==> config.mk <==
export PLATFORM = sky130hd
export DESIGN_NAME = lcg48_bounded_random_draw
export DESIGN_NICKNAME = d
export VERILOG_FILES = /design/src/rtl/lcg48_pkg.sv /design/src/rtl/lcg48_step.sv /design/src/rtl/lcg48_div.sv /design/src/rtl/lcg48_bounded_random_draw.sv
export SDC_FILE = /design/constraint.sdc
export NUM_CORES = 2
export LEC_CHECK = 0
export ABC_AREA = 1
export ABC_CLOCK_PERIOD_IN_PS = 24700
export BUFFER_PORTS_ARGS = -buffer_cell sky130_fd_sc_hd__buf_2
export CORE_ASPECT_RATIO = 0.9
export CORE_UTILIZATION = 30
export CTS_BUF_LIST = sky130_fd_sc_hd__clkbuf_8
export CTS_CLUSTER_DIAMETER = 150
export DETAILED_ROUTE_END_ITERATION = 16
export PLACE_DENSITY = 0.49
export SLEW_MARGIN = 20
export SYNTH_ARGS = -nofsm -noshare
export SYNTH_HDL_FRONTEND = slang
export SYNTH_SLANG_ARGS = --single-unit
==> constraint.sdc <==
create_clock -name clk -period 24.7 [get_ports clk]
set_input_delay 4.94 -clock clk [delete_from_list [all_inputs] [get_ports clk]]
set_output_delay 4.94 -clock clk [all_outputs]
set_load 0.01 [all_outputs]
==> src/rtl/lcg48_pkg.sv <==
package lcg48_pkg;

  localparam logic [47:0] LcgMult = 48'h0005_DEEC_E66D;
  localparam logic [47:0] LcgInc = 48'h0000_0000_000B;
  localparam logic [30:0] NarrowMax = 31'h7FFF_FFFF;
  localparam logic [62:0] WideMax = 63'h7FFF_FFFF_FFFF_FFFF;
  localparam int WeightLimit = 24;

  // sequencer states
  typedef enum logic [10:0] {
    S_IDLE    = 11'b000_0000_0001,
    S_LIMIT   = 11'b000_0000_0010,
    S_STEP    = 11'b000_0000_0100,
    S_CHECK   = 11'b000_0000_1000,
    S_POW     = 11'b000_0001_0000,
    S_DIV     = 11'b000_0010_0000,
    S_KEEP    = 11'b000_0100_0000,
    S_WSTEP   = 11'b000_1000_0000,
    S_WCHECK  = 11'b001_0000_0000,
    S_ADD     = 11'b010_0000_0000,
    S_OUT     = 11'b100_0000_0000
  } state_t;

  // divider control
  typedef struct packed {
    logic        start;
    logic [63:0] dividend;
    logic [32:0] divisor;
  } div_req_t;

  typedef struct packed {
    logic        done;
    logic [32:0] remainder;
  } div_rsp_t;

endpackage

==> src/rtl/lcg48_step.sv <==
module lcg48_step
  import lcg48_pkg::*;
(
  input  logic        clk,
  input  logic [47:0] cur,
  input  logic        start,
  output logic        done,
  output logic [47:0] nxt
);

  // two-stage 48x48 multiply, low half only, split into 24-bit partials
  logic [47:0] p_lo;
  logic [23:0] p_hi;
  logic        v1;

  always_ff @(posedge clk) begin
    p_lo <= cur * LcgMult[23:0];
    p_hi <= cur[23:0] * LcgMult[47:24];
    v1 <= start;
    done <= v1;
    nxt <= p_lo + {p_hi, 24'd0} + LcgInc;
  end

endmodule

==> src/rtl/lcg48_div.sv <==
module lcg48_div
  import lcg48_pkg::*;
(
  input  logic     clk,
  input  logic     rst,
  input  div_req_t req,
  output div_rsp_t rsp
);

  // restoring divider, one quotient bit a cycle
  logic [63:0] quo;
  logic [32:0] rem;
  logic [32:0] dsr;
  logic [6:0]  cnt;
  logic        busy;
  logic        done;
  logic [33:0] trial;

  assign trial = {rem, quo[63]} - {1'b0, dsr};

  always_ff @(posedge clk) begin
    if (rst) begin
      busy <= 1'b0;
      done <= 1'b0;
    end else begin
      done <= 1'b0;
      if (req.start) begin
        busy <= 1'b1;
        quo <= req.dividend;
        rem <= '0;
        dsr <= req.divisor;
        cnt <= 7'd0;
      end else if (busy) begin
        if (!trial[33]) begin
          rem <= trial[32:0];
          quo <= {quo[62:0], 1'b1};
        end else begin
          rem <= {rem[31:0], quo[63]};
          quo <= {quo[62:0], 1'b0};
        end
        cnt <= cnt + 7'd1;
        if (cnt == 7'd63) begin
          busy <= 1'b0;
          done <= 1'b1;
        end
      end
    end
  end

  assign rsp.done = done;
  assign rsp.remainder = rem;

endmodule

==> src/rtl/lcg48_bounded_random_draw.sv <==
// channel  | dir | beat content
// s_axis   | in  | tdata: range_low[31:0] range_high[63:32] weight[69:64] wide[70]
// m_axis   | out | tdata: value[31:0]; tuser: error
// cfg      | in  | data: seed_value[47:0]
// an error item skips the generator and divider; otherwise each generator step runs through the
// two-stage multiplier, each limit and remainder through the serial divider,
// and rejected draws and weighted draws repeat the step and remainder
// rst is synchronous; generator state clears to zero, reloaded by each cfg write
// s_axis_tready is low while an item is in flight; a result held on m_axis stalls the next
module lcg48_bounded_random_draw
  import lcg48_pkg::*;
(
  input  logic        clk,
  input  logic        rst,
  input  logic        s_axis_tvalid,
  output logic        s_axis_tready,
  input  logic [71:0] s_axis_tdata,   // range_low, range_high, weight, wide
  output logic        m_axis_tvalid,
  input  logic        m_axis_tready,
  output logic [31:0] m_axis_tdata,   // value
  output logic        m_axis_tuser,   // error
  input  logic        cfg_valid,
  output logic        cfg_ready,
  input  logic [47:0] cfg_data
);

  state_t      state;
  logic [47:0] lcg;
  logic [31:0] lo;
  logic [32:0] n;
  logic        wide;
  logic        keep_max;
  logic [4:0]  left;
  logic [62:0] limit;
  logic [62:0] b;
  logic [30:0] r;
  logic        first;
  logic        half;
  div_req_t    dreq;
  div_rsp_t    drsp;
  logic        sdone;
  logic [47:0] snxt;
  logic        sstart;

  logic signed [31:0] in_lo, in_hi;
  logic signed [5:0]  in_w;
  logic signed [32:0] diff;
  logic [4:0]         wsat;
  logic [30:0]        t;
  logic [61:0]        pw;

  assign in_lo = s_axis_tdata[31:0];
  assign in_hi = s_axis_tdata[63:32];
  assign in_w = s_axis_tdata[69:64];
  assign diff = 33'(in_hi) - 33'(in_lo);

  // saturate the weight magnitude
  always_comb begin
    if (in_w > 6'sd24 || in_w < -6'sd24) wsat = 5'(WeightLimit);
    else if (in_w < 0) wsat = 5'(-in_w);
    else wsat = in_w[4:0];
  end

  assign cfg_ready = (state == S_IDLE) && !m_axis_tvalid;
  assign s_axis_tready = (state == S_IDLE) && !m_axis_tvalid && !cfg_valid;

  lcg48_step u_step (.clk(clk), .cur(lcg), .start(sstart), .done(sdone), .nxt(snxt));
  lcg48_div u_div (.clk(clk), .rst(rst), .req(dreq), .rsp(drsp));

  assign pw = 62'(n[30:0]) * 62'(b[30:0]);
  assign t = drsp.remainder[30:0];

  // sequencer
  always_ff @(posedge clk) begin
    if (rst) begin
      state <= S_IDLE;
      lcg <= '0;
      m_axis_tvalid <= 1'b0;
      sstart <= 1'b0;
      dreq.start <= 1'b0;
    end else begin
      sstart <= 1'b0;
      dreq.start <= 1'b0;
      if (m_axis_tvalid && m_axis_tready) m_axis_tvalid <= 1'b0;
      unique case (state)
        S_IDLE: begin
          if (cfg_valid && cfg_ready) lcg <= cfg_data;
          else if (s_axis_tvalid && s_axis_tready) begin
            lo <= in_lo;
            n <= diff[32:0] + 33'd1;
            wide <= s_axis_tdata[70];
            keep_max <= !in_w[5];
            left <= wsat;
            first <= 1'b1;
            if (diff[32] || (!s_axis_tdata[70] && diff[31:0] >= 32'h7FFF_FFFF)) begin
              m_axis_tdata <= '0;
              m_axis_tuser <= 1'b1;
              m_axis_tvalid <= 1'b1;
            end else begin
              state <= S_LIMIT;
              dreq.start <= 1'b1;
              dreq.dividend <= s_axis_tdata[70] ? {1'b0, WideMax} : {33'd0, NarrowMax};
              dreq.divisor <= diff[32:0] + 33'd1;
            end
          end
        end
        S_LIMIT: begin
          // largest multiple of n not above the max is the max less its remainder
          if (drsp.done) begin
            limit <= wide ? WideMax - {30'd0, drsp.remainder}
                          : {32'd0, NarrowMax} - {30'd0, drsp.remainder};
            state <= S_STEP;
            sstart <= 1'b1;
            half <= 1'b0;
          end
        end
        S_STEP: begin
          if (sdone) begin
            lcg <= snxt;
            if (wide && !half) begin
              b <= {snxt[47:17], 32'd0};
              half <= 1'b1;
              sstart <= 1'b1;
            end else begin
              if (wide) b <= b ^ {31'd0, snxt[47:16]};
              else b <= {32'd0, snxt[47:17]};
              state <= S_CHECK;
            end
          end
        end
        S_CHECK: begin
          if (!wide && (n[30:0] & (n[30:0] - 31'd1)) == 31'd0) state <= S_POW;
          else if (b >= limit) begin
            state <= S_STEP;
            sstart <= 1'b1;
            half <= 1'b0;
          end else begin
            state <= S_DIV;
            dreq.start <= 1'b1;
            dreq.dividend <= {1'b0, b};
            dreq.divisor <= n;
          end
        end
        S_POW: begin
          if (first || (keep_max ? pw[61:31] > r : pw[61:31] < r)) r <= pw[61:31];
          state <= S_KEEP;
        end
        S_DIV: begin
          if (drsp.done) begin
            if (wide) begin
              r <= 31'd0;
              m_axis_tdata <= lo + drsp.remainder[31:0];
              m_axis_tuser <= 1'b0;
              state <= S_OUT;
            end else begin
              if (first || (keep_max ? t > r : t < r)) r <= t;
              state <= S_KEEP;
            end
          end
        end
        S_KEEP: begin
          first <= 1'b0;
          if (left != 5'd0) begin
            left <= left - 5'd1;
            state <= S_STEP;
            sstart <= 1'b1;
            half <= 1'b0;
          end else state <= S_ADD;
        end
        S_ADD: begin
          m_axis_tdata <= lo + {1'b0, r};
          m_axis_tuser <= 1'b0;
          state <= S_OUT;
        end
        S_OUT: begin
          m_axis_tvalid <= 1'b1;
          state <= S_IDLE;
        end
        S_WSTEP, S_WCHECK: state <= S_IDLE;
        default: state <= S_IDLE;
      endcase
    end
  end

  a_no_accept_busy: assert property (@(posedge clk) disable iff (rst)
    (state != S_IDLE) |-> !s_axis_tready) else $error("ready while busy");
  a_out_idle: assert property (@(posedge clk) disable iff (rst)
    (state == S_OUT) |=> (state == S_IDLE && m_axis_tvalid)) else $error("output lost");
  a_start_idle: assert property (@(posedge clk) disable iff (rst)
    (s_axis_tvalid && s_axis_tready) |-> !cfg_ready || !cfg_valid) else $error("cfg clash");

endmodule
# After elaboration in Yosys (flattened, before gate mapping)
# Index checks and enable logic that the tools add are counted.
# totals
latch_bits	0
n_memories	0
ram_bits	0
inputBits	125
romBits	0
output_inout_bits	36
register_bits	683
word_cells	214
# op_classes
mux	82
bitwise_logic	6
n_shift	0
n_eq_ne	27
magnitude_cmp	9
div_mod_pow	0
mul	3
n_reduce_logical	42
n_addsub	13
# ops
cell	n
$mux W98	5
$mux W63	4
$pmux W98 S2	1
$mux W32	5
$mux W64	2
$mux W31	4
$mux W48	2
$pmux W32 S3	1
$pmux W48 S2	1
$mux W11	8
$pmux W11 S8	1
$mux W33	2
$ge A63 B63 Y1	1
$xor A63 B32 Y63	1
$gt A31 B31 Y1	2
$lt A31 B31 Y1	2
$mul A31 B31 Y62	1
$pmux W31 S2	1
$add A48 B4 Y48 const B	1
$add A48 B48 Y48	1
$mul A48 B24 Y48 const B	1
$sub A1 B34 Y35 const A	1
$sub A31 B33 Y34 const A	1
$sub A34 B33 Y34	1
other kinds (53)	132

# Longest topological paths before layout
# logic_depth
ltp_word	8
depth_mapped	46
mapped_depth_nobuf	44

# Hierarchy
# From an unflattened synthesis, not the netlist that was laid out.
# hier_totals
cells_unflattened	10943
hier_area_um2	89052.9
# modules_own_cells
mod	cells_each	area_per_inst_um2	n_inst	seq_area_each_um2
lcg48_bounded_random_draw	7145	56699.4	1	11140.7
lcg48_step	2677	23745.3	1	2402.3
lcg48_div	1121	8608.3	1	4154.0

# Worst setup path before layout
# OpenSTA, ideal clock, no wires.
# synth_timing
kind	input to register
startpoint	input s_axis_tdata[32]
endpoint	register dreq[0] in the netlist's numbering, enable pin
required_ns	24.117
t_arrival_ns	11.604
setup_time_ns	0.583
cell_stages	18
path_buffers	0
path_slack_ns	12.513
cell_sequence	inv_1 > ha_1 > inv_1 > fa_1 > nand3_1 > nand3_2 > nand2_1 > nand2_1 > a21oi_1 > xor2_1 > nor2_1 > nand2_1 > nor2_1 > nand3_1 > nand2_1 > nand2_1 > nand2_4 > a21oi_1
# synth_via
elab_chain_cells	6
# synth_lines
item	line_no	text
start, declared	lcg48_bounded_random_draw.sv:17	input logic [71:0] s_axis_tdata,
$sub A32 B32 Y33 *	lcg48_bounded_random_draw.sv:55	assign diff = 33'(in_hi) - 33'(in_lo);
$ge A32 B31 Y1	lcg48_bounded_random_draw.sv:95	if (diff[32] || (!s_axis_tdata[70] && diff[31:0] >= 32'h7FFF_FFFF)) begin
$logic_and A1 B1 Y1	lcg48_bounded_random_draw.sv:95	
$logic_or A1 B1 Y1 *	lcg48_bounded_random_draw.sv:95	
$ne A2 B2 Y1 (no source line) *	--	
$reduce_and A7 Y1 (no source line) *	--	
end, declared	lcg48_bounded_random_draw.sv:39	div_req_t dreq;
# Mark *: on every way between the ends. The rest lies on a longest branch, timed or not.
# A chain may end at the register's enable or synchronous reset.

# Worst setup path after layout
# layout_timing
startpoint	register n[13]
endpoint	register r[13], enable pin
# layout_via
elab_chain_cells	6
elab_cells_between_ends	7
classes_between	mul: 1; order compare: 2; eq/ne: 1; mux: 1; reduce/logical: 2
# layout_lines
item	line_no	text
start, declared	lcg48_bounded_random_draw.sv:30	logic [32:0] n;
start signal, assigned	lcg48_bounded_random_draw.sv:90	n <= diff[32:0] + 33'd1;
$mul A31 B31 Y62 *	lcg48_bounded_random_draw.sv:70	assign pw = 62'(n[30:0]) * 62'(b[30:0]);
$lt A31 B31 Y1 or $gt A31 B31 Y1 (tied branches)	lcg48_bounded_random_draw.sv:145	if (first || (keep_max ? pw[61:31] > r : pw[61:31] < r)) r <= pw[61:31];
$mux W1 *	lcg48_bounded_random_draw.sv:145	
$logic_or A1 B1 Y1 *	lcg48_bounded_random_draw.sv:145	
$ne A2 B2 Y1 (no source line) *	--	
$reduce_and A5 Y1 (no source line) *	--	
end signal, assigned	lcg48_bounded_random_draw.sv:145	
end signal, assigned	lcg48_bounded_random_draw.sv:156	if (first || (keep_max ? t > r : t < r)) r <= t;
end, declared	lcg48_bounded_random_draw.sv:36	logic [30:0] r;
# Marked as above.

==> metrics.csv <==
stage,metric,value,unit
global_routing,grt_antenna_before_repair,6,
logic_synthesis,ys_dominant_reg_cell,sky130_fd_sc_hd__edfxtp_1,
floorplan,pin_count,161,
worst_setup_path,worst-path-max-fanout,31,
clock_network,cts.repair.resized,0,
global_routing,grt_pass1_vias,68400,
clock_network,tritoncts,built,
clock_network,cts_htree_levels,3,
cells_and_area,area.sequential,17700,sq um
logic_synthesis,ys_top_cells_by_area,"sky130_fd_sc_hd__fa_1 (31%), sky130_fd_sc_hd__edfxtp_1 (16%), sky130_fd_sc_hd__inv_1 (12%), sky130_fd_sc_hd__ha_1 (11%), sky130_fd_sc_hd__nand2_1 (9.7%)",
logic_synthesis,synth_edf_count,468,
global_routing,global_route.overflow_total,0,
timing,slew_viol_final,0,
detailed_routing,postRouteWirelength,282000,um
clock_network,cts.reportedPaths.clkPinSlew,0.07,ns
clock_network,worst_skew_pair_latency,0.79,ns
place,post_detail_place_hpwl,226000,um
timing,final_period_minus_worst_setup_slack,11.14,ns
logic_synthesis,synth.yosys.seq_area_share,20.6,%
worst_setup_path,number_of_cells_on_the_critical_path,41,
cells_and_area,area_used_by_multi_input_combinational_logic,56900,sq um
worst_setup_path,worstRegToRegCells,41,
hold_path,holdCritPathClass,flip-flop to flip-flop,
timing,tightest_slew,1.06,ns
detailed_routing,vias,65600,
clock_network,clock-sinks,650,
detailed_routing,drt-pass1-iter-count,8,
logic_synthesis,ys_seq_elements,650,
floorplan,floorplan.die_area,289000,sq um
logic_synthesis,synth_cells,10100,
detailed_routing,detailedRoute.firstIterationViolations,5158,
place,place_congestion,0.941,
cells_and_area,design.final.nets,12400,
clock_network,cts.hold.buffers_added,0,
global_routing,grtUsageTotal,19.6,%
detailed_routing,avgViaCountPerCell,4.68,
logic_synthesis,post_synth_num_cell_types,67,
timing,timing.clock.skew,0.0769,ns
timing,setup-violations-final,0,
logic_synthesis,syn_avg_cell_area,8.48,sq um
worst_setup_path,crit_path_start_kind,flip-flop,
clock_network,cts_buffers,101,
logic_synthesis,synth.cell_area,85900,sq um
floorplan,fp.coreArea,285000,sq um
timing,setup_repair_after_global_routing_missed_its_margin,false,
clock_network,clockBufferDepth,3,
detailed_routing,detail_route.wl_per_cell,20.1,um
floorplan,floorplan.die.width,566,um
global_routing,grt_first_pass_wirelength,429000,um
timing,maxClockFrequency,89.8,MHz
worst_setup_path,critical-path-top-delay-family,adder cells,
floorplan,placementRows,186,
worst_setup_path,endpoint_kind,flip-flop,
worst_setup_path,worst-endpoint-arrival,11.52,ns
timing,period_share,45.1,%
floorplan,floorplan.die.height,510,um
logic_synthesis,number_of_nets_produced_by_synthesis,12300,
clock_network,setup_buffers_after_cts,0,
floorplan,floorplan.initialDensity,30.1,%
flow_run,drv.max_cap_violation_count,0,
logic_synthesis,synth_top_area_share,31.1,%
timing,slew_headroom,29.3,%
global_routing,grt_max_degree,97,
timing,final_hold_viol_count,0,
cells_and_area,final_cell_area,93000,sq um
cells_and_area,layout-drive-gt1-share,5.19,%
worst_setup_path,cpPeakStageDelay,0.74,ns
worst_setup_path,cp_num_buf_inv,10,
logic_synthesis,async_flop_share,0,%
logic_synthesis,synth.yosys.warnings,0,
timing,final.setup.tns,0,ns
worst_setup_path,cp_slowest_cell,sky130_fd_sc_hd__edfxtp_1,
cells_and_area,num-fill-cells,30000,
logic_synthesis,synth.most_common_cell,sky130_fd_sc_hd__inv_1,
outcome,outcome,completed,
logic_synthesis,post_synth_most_frequent_cells,"sky130_fd_sc_hd__inv_1 (2,663), sky130_fd_sc_hd__nand2_1 (2,220), sky130_fd_sc_hd__fa_1 (1,334)",
worst_setup_path,required,25.09,ns
clock_network,cts.root.buffer_cell,sky130_fd_sc_hd__clkbuf_8,
worst_setup_path,critical_path_class,flip-flop to flip-flop,
hold_path,hold-path-cell-count,0,
timing,whs,0.328,ns
detailed_routing,detail-route-antenna-nets,0,
cells_and_area,area_delta_synth_final,8.25,%
place,placement.io_buffers,159,
detailed_routing,drc,0,
logic_synthesis,yosysTopAreaCell,sky130_fd_sc_hd__fa_1,
place,detailed_place.area,91000,sq um
## metrics by stage
| step | instances | worst slack [ns] | util, % |
|---|---|---|---|
| floorplan | 10100 | 12.51 | - |
| global placement | 13800 | 13.67 | 31.9 |
| detailed placement | 13800 | 13.64 | 31.9 |
| CTS | 14000 | 13.54 | 32.6 |
| global route | 14000 | 13.08 | 32.6 |
| finish | 14000 | 13.56 | 32.6 |
## registers in the layout, summed over array words and instances (netlist names), 31 cells and up
name and count:
u_div.rem 33, limit 34, b 63, u_div.dsr 33, n 33, lo 32
r 31, lcg 48, m_axis_tdata 32, dreq 97, u_div.quo 64, u_step.nxt 48
u_step.p_lo 48
## per-layer routing
layer  wire length [um]  up-vias  global-route usage, %
met4               5210        2                   3.38
li1                   -    30700                      -
met5                 13        -                      0
met3              16500      298                   2.27
met1             132000    32700                   28.1
met2             128000     1839                   32.1
## placed cells by master (no fill, tap or decap), drive strengths merged, types with 110 or more instances in the layout
cell       n
a21oi    427
buf      272
clkbuf   110
dfxtp    182
edfxtp   468
fa      1334
ha       751
inv     2707
nand2   2234
nand3    169
nor2     435
o21ai    382
xor2     147
## path summary, 6_finish.rpt
path / start / endpoint / slack, ns
max reg2reg: n[13] / r[13] / 13.56
min reg2reg: u_step.v1 / u_step.done / 0.33
max: n[13] / r[13] / 13.56
min: u_step.v1 / u_step.done / 0.33
## worst register-to-register path: cells and delay by family, from the launching register on
kind	cells	cell delay [ns]
adders and majority gates	10	4.61
and+or+nand+nor	14	1.93
buffers and inverters	10	1.48
AOI/OAI and AO/OA	6	1.31
DFF	1	0.74
xor gates and xnor gates	1	0.61
## logic make-up (layout without fill, tap and decap cells)
family / Yosys count / after routing / synth area share (%)
xor+xnor: 247 / 247 / 2.56
buf+inv: 2999 / 3125 / 13.3
simple gates: 3081 / 3081 / 14.5
fa+ha+maj: 2085 / 2085 / 42.0
compound gates: 1069 / 1069 / 6.98
other cells: 0 / 2 / 0
flops: 650 / 650 / 20.6
## cell type report
| class | count | area share (%) |
|---|---|---|
| multi-input cells | 6482 | 61.1 |
| flip-flops and latches | 650 | 19.0 |
| inverters | 2675 | 10.8 |
| well taps | 3760 | 5.06 |
| repair buffers | 272 | 1.78 |
| clock buffers | 110 | 1.63 |
| clock inverters | 68 | 0.558 |
| diodes | 2 | 0.00538 |
Power is left out: the tool's default activity adds up to more than one toggle a clock period on the data nets, which glitch-free logic cannot reach.
